==> src/rtl/rcld_pkg.sv <==
`default_nettype none
// ----------------------------------------------------------------------------
// rcld_pkg
// Shared constants for the repetition code letter decoder.
// ----------------------------------------------------------------------------
package rcld_pkg;

	localparam int unsigned SymbolW = 7;

	typedef logic [SymbolW-1:0] symbol_t;

	localparam symbol_t LetterA   = 7'd97;
	localparam symbol_t QueryChar = 7'd63;

endpackage
`default_nettype wire

==> src/rtl/repetition_code_letter_decoder.sv <==
`default_nettype none
// ----------------------------------------------------------------------------
// repetition_code_letter_decoder
// Majority decoder for a word of DATA_BITS groups of REPEAT repeated bits that
// maps the decoded index to a lower case ASCII letter, or to '?' on failure.
//
//   Channel   Ports                       Handshake
//   request   start, code_word            taken when start is high, busy low
//   result    valid, symbol, failed       valid high for one cycle, no stall
//
// A request taken at a clock edge passes through the input register and then
// the result register before its result shows on the ports.
// A new request can be taken at every edge; busy is always low.
// Reset clears the valid flags of both stages; payload registers are not reset.
// The receiver cannot stall, so every result is shown for exactly one cycle.
// ----------------------------------------------------------------------------
module repetition_code_letter_decoder #(
	parameter int unsigned REPEAT     = 9,
	parameter int unsigned DATA_BITS  = 5,
	parameter int unsigned MAX_ERRORS = 4,
	parameter int unsigned SYMBOLS    = 26
) (
	input  wire logic                          clk,
	input  wire logic                          arst_n,
	input  wire logic                          start,
	output logic                               busy,
	input  wire logic [REPEAT*DATA_BITS-1:0]   code_word,
	output logic                               valid,
	output rcld_pkg::symbol_t                  symbol,
	output logic                               failed
);

	import rcld_pkg::*;

	localparam int unsigned WordW = REPEAT * DATA_BITS;
	localparam int unsigned CntW  = $clog2(REPEAT + 1);
	localparam int unsigned ErrW  = $clog2(WordW + 1);

	logic [WordW-1:0]     code_s1;
	logic                 valid_s1;
	logic [DATA_BITS-1:0] index_c;
	logic [ErrW-1:0]      errors_c;
	logic                 ok_c;
	logic [SymbolW:0]     letter_c;
	symbol_t              symbol_q;
	logic                 failed_q;
	logic                 valid_q;

	assign busy = 1'b0;

	always_ff @(posedge clk or negedge arst_n) begin
		if (!arst_n) begin
			valid_s1 <= 1'b0;
		end else begin
			valid_s1 <= start && !busy;
		end
	end

	always_ff @(posedge clk) begin
		if (start && !busy) begin
			code_s1 <= code_word;
		end
	end

	always_comb begin
		logic [CntW-1:0] ones;
		logic [CntW-1:0] zeros;
		index_c  = '0;
		errors_c = '0;
		for (int unsigned g = 0; g < DATA_BITS; g++) begin
			ones = '0;
			for (int unsigned j = 0; j < REPEAT; j++) begin
				ones = ones + CntW'(code_s1[g*REPEAT+j]);
			end
			zeros = CntW'(REPEAT) - ones;
			if (ones > zeros) begin
				index_c[g] = 1'b1;
				errors_c   = errors_c + ErrW'(zeros);
			end else begin
				errors_c   = errors_c + ErrW'(ones);
			end
		end
	end

	assign ok_c     = (32'(errors_c) <= MAX_ERRORS) && (32'(index_c) < SYMBOLS);
	assign letter_c = (SymbolW+1)'(LetterA) + (SymbolW+1)'(index_c);

	always_ff @(posedge clk or negedge arst_n) begin
		if (!arst_n) begin
			valid_q <= 1'b0;
		end else begin
			valid_q <= valid_s1;
		end
	end

	always_ff @(posedge clk) begin
		if (valid_s1) begin
			symbol_q <= ok_c ? letter_c[SymbolW-1:0] : QueryChar;
			failed_q <= !ok_c;
		end
	end

	assign valid  = valid_q;
	assign symbol = symbol_q;
	assign failed = failed_q;

`ifndef SYNTH
	// Every request taken produces a result after the input and result registers.
	a_request_gives_result: assert property (@(posedge clk) disable iff (!arst_n)
		(start && !busy) |=> ##1 valid)
		else $error("request did not produce a result");

	// A failed result always carries the question mark.
	a_failed_symbol: assert property (@(posedge clk) disable iff (!arst_n)
		(valid && failed) |-> (symbol == QueryChar))
		else $error("failed result without question mark");

	// A decoded result is never the question mark; checked while SYMBOLS is at most 30.
	a_decoded_symbol: assert property (@(posedge clk) disable iff (!arst_n)
		(valid && !failed && SYMBOLS <= 30) |-> (symbol != QueryChar))
		else $error("decoded result shows question mark");
`endif

endmodule
`default_nettype wire

==> config.mk <==
export PLATFORM = sky130hd
export DESIGN_NAME = repetition_code_letter_decoder
export DESIGN_NICKNAME = d
export VERILOG_FILES = /design/src/rtl/rcld_pkg.sv /design/src/rtl/repetition_code_letter_decoder.sv
export SDC_FILE = /design/constraint.sdc
export NUM_CORES = 1
export LEC_CHECK = 0
export BUFFER_PORTS_ARGS = -buffer_cell sky130_fd_sc_hd__buf_4
export CAP_MARGIN = 5
export CORE_ASPECT_RATIO = 1.2
export CORE_MARGIN = 2
export CORE_UTILIZATION = 30
export DETAILED_ROUTE_END_ITERATION = 7
export PLACE_DENSITY_LB_ADDON = 0.08
export SYNTH_ARGS = -nofsm -noshare
export SYNTH_HDL_FRONTEND = slang
export SYNTH_SLANG_ARGS = --single-unit
export TNS_END_PERCENT = 20
==> constraint.sdc <==
create_clock -name clk -period 15 [get_ports clk]
set_input_delay 3.75 -clock clk [delete_from_list [all_inputs] [get_ports clk]]
set_output_delay 3.75 -clock clk [all_outputs]
set_load 0.01 [all_outputs]
==> summary.txt <==
Worst hold path
  • Hold/Removal Path Class: reg2reg

Floorplan
  • # rows: 45
  • Initial Util: 30.6%
  • Die Area: 13800 um2
  • Die Height: 128 um
  • IO Pins: 58
  • Floorplan Core Area: 12600 um2
  • Die Wd: 108 um

Worst setup path
  • Worst Setup Path Type: reg2reg
  • Top cell family by delay on the critical path: adder cells
  • Critical path capture point type: flop
  • WP buf/inv: 5
  • Startpoint types: flop
  • Crit path DAT: 7.72 ns
  • Slowest stage delay, CP: 0.55 ns
  • WP data required: 15.01 ns
  • CP max FO: 7
  • CP most frequent cell: fa_1
  • Worst reg-to-reg setup slack: 7.29 ns
  • Crit-path slowest cell: fa_1

STA
  • Max-slew violations: 0
  • Period utilisation layout: 51.4%
  • Worst clock skew: 0.00638 ns
  • Fin crit period: 7.71 ns
  • Worst Hold Margin: 0.593 ns
  • Setup TNS: 0 ns
  • Slew @ Worst Pin: 0.732 ns
  • Max Clock Freq: 0.130 GHz
  • RSZ-0062 raised after global routing: no
  • Setup violators final: 0
  • Worst slew margin: 51.2%
  • Fin. Hold Viols: 0

Placed design
  • Dpl cell area: 4480 um2
  • GP Congestion: 0.684
  • Dpl hpwl: 5000 um
  • Port buffer count: 56

Finish
  • Area Growth Syn to Fin: 19.5%
  • Antenna diodes: 0
  • Layout net count: 500
  • Fill cells: 1282
  • Layout cells sized above 1: 17.3%
  • Design Area, Final: 4620 um2

Clock tree
  • CTS tree: done
  • Clock Tree Buf Depth: 2
  • Hold_buf cts: 0
  • CTS buffer count: 5
  • Clock slew at reported path FFs: 0.07 ns
  • Root Buffer: clkbuf_16
  • Setup bufs post-CTS: 0
  • Clock latency on the worst-skew pair: 0.29 ns
  • CTS Sinks: 55
  • # H-tree levels: 2
  • Post_cts resized: 0

Synth
  • Synth top area cells: edfxtp_1 (41%), fa_1 (15%), ha_1 (13%)
  • Yosys reg bits: 55
  • Synth top cells by count: inv_1 (80), edfxtp_1 (53), ha_1 (41)
  • Syn avg cell area: 12.1 um2
  • Prevailing post-synth register cell: edfxtp_1
  • Warnings, synthesis: 0
  • Post-synthesis cell area: 3860 um2
  • Post-synth EDFFs: 53
  • Area share of the largest cell type after synthesis: 41.2%
  • Top cell type by total area after synthesis: edfxtp_1
  • Top-count cell post-synth: inv_1
  • Cell variety after synth: 35
  • Post-synthesis sequential area ratio: 42.5%
  • Async SR Flop Fraction: 3.64%
  • Synth Net Count: 438
  • Post-Syn Instances: 320

Global routing
  • Tot GR Track Use: 9.62%
  • Largest net degree at the start of global routing: 47
  • First-pass GRT wire length: 10500 um
  • Vias in the first global route: 2421
  • Grt ovf: 0
  • Antenna violations before repair: 0

Drt
  • DR DRC count: 0
  • Met3 routed wirelength: 180 um
  • Drt first pass iters: 4
  • Met2 WL: 3160 um
  • DR top layer: met4
  • Drt via density: 4.22
  • Wirelength per Cell: 11.0 um
  • Initial DRC count: 48
  • Met1 wire length: 2570 um
  • Antenna violation net count after detailed routing: 0
  • Post-Route WL: 6000 um
  • DR vias: 2302

Run status
  • Status: complete, no violations

Job
  • Max cap viols: 0
layout by cell type (no fill, tap or decap), types with 2 or more instances in the layout:
| cell | instances |
|---|---|
| edfxtp_1 | 53 |
| nor2_1 | 7 |
| nand2_1 | 8 |
| nand3b_1 | 5 |
| o21ai_0 | 7 |
| conb_1 | 2 |
| nor3b_1 | 4 |
| ha_1 | 41 |
| a21o_1 | 8 |
| xor2_1 | 7 |
| nor2b_1 | 6 |
| xnor2_1 | 9 |
| nand3_1 | 6 |
| o21a_1 | 5 |
| dfrtp_1 | 2 |
| buf_4 | 56 |
| o221ai_1 | 7 |
| a211oi_1 | 4 |
| clkbuf_16 | 5 |
| a21oi_1 | 9 |
| fa_1 | 29 |
| mux2i_1 | 7 |
| inv_1 | 80 |
stage by stage:
step	util (%)	cells	setup slack, ns
finish	36.6	546	7.29
global placement	35.5	539	7.42
floorplan	-	320	7.73
detailed placement	35.5	539	7.26
CTS	36.6	546	7.23
global route	36.6	546	6.77
layer usage:
metal  track usage, %  vias to the layer above
li1                 -                     1186
met1             11.7                     1078
met2             17.2                       32
met3             1.72                        6
met4             3.17                        0
met5                0                        -
worst register-to-register path, cell delays in order (launching register included):
cell and delay [ns]:
edfxtp_1 0.34, inv_1 0.06, fa_1 0.54, fa_1 0.43, fa_1 0.46, fa_1 0.41
fa_1 0.39, xnor2_1 0.20, inv_1 0.09, ha_1 0.25, inv_1 0.08, ha_1 0.23
nor3b_1 0.20, o221ai_1 0.14, o221ai_1 0.21, mux2i_1 0.15, ha_1 0.24, fa_1 0.50
fa_1 0.55, inv_1 0.06, fa_1 0.55, inv_1 0.05, ha_1 0.27, a21o_1 0.15
a21o_1 0.19, xor2_1 0.16, nor4_4 0.42, nand3_1 0.12
cell families (layout without fill, tap and decap cells):
logic type | after synthesis | in the layout | synth area share, %
buf+inv | 81 | 143 | 7.96
simple gates | 40 | 40 | 5.99
fa+ha+maj | 70 | 70 | 28.3
flops | 55 | 55 | 42.5
mux | 7 | 7 | 1.81
other cells | 2 | 2 | 0.194
xor+xnor | 18 | 18 | 4.63
compound gates | 47 | 47 | 8.64
final cells by class:
type	instances	area, um2	share of cell area (%)
Timing Repair Buffer	56	420	9.11
Inverter	80	300	6.50
Clock buffer	5	125	2.71
Multi-Input combinational cell	184	1920	41.5
Tap cell	164	205	4.44
Clock inverter	2	8.76	0.190
Sequential cell	55	1640	35.6
state kept, by name, indices dropped and copies added, names as in the netlist:
register	cells
symbol	7
valid_s1	1
failed	1
code_s1	45
valid	1
path summary, 6_finish.rpt:
kind / end / from / cells after the start
setup / recovery: symbol[0] / code_s1[9] / 27
hold / removal: valid / valid_s1 / 0
setup reg to reg: symbol[0] / code_s1[9] / 27
hold reg to reg: valid / valid_s1 / 0
max in group asynchronous: valid / arst_n / 1
min in group asynchronous: valid_s1 / arst_n / 1
Power is not shown: default switching activity piles up to over one toggle a cycle in this logic, so the estimate is an artifact.
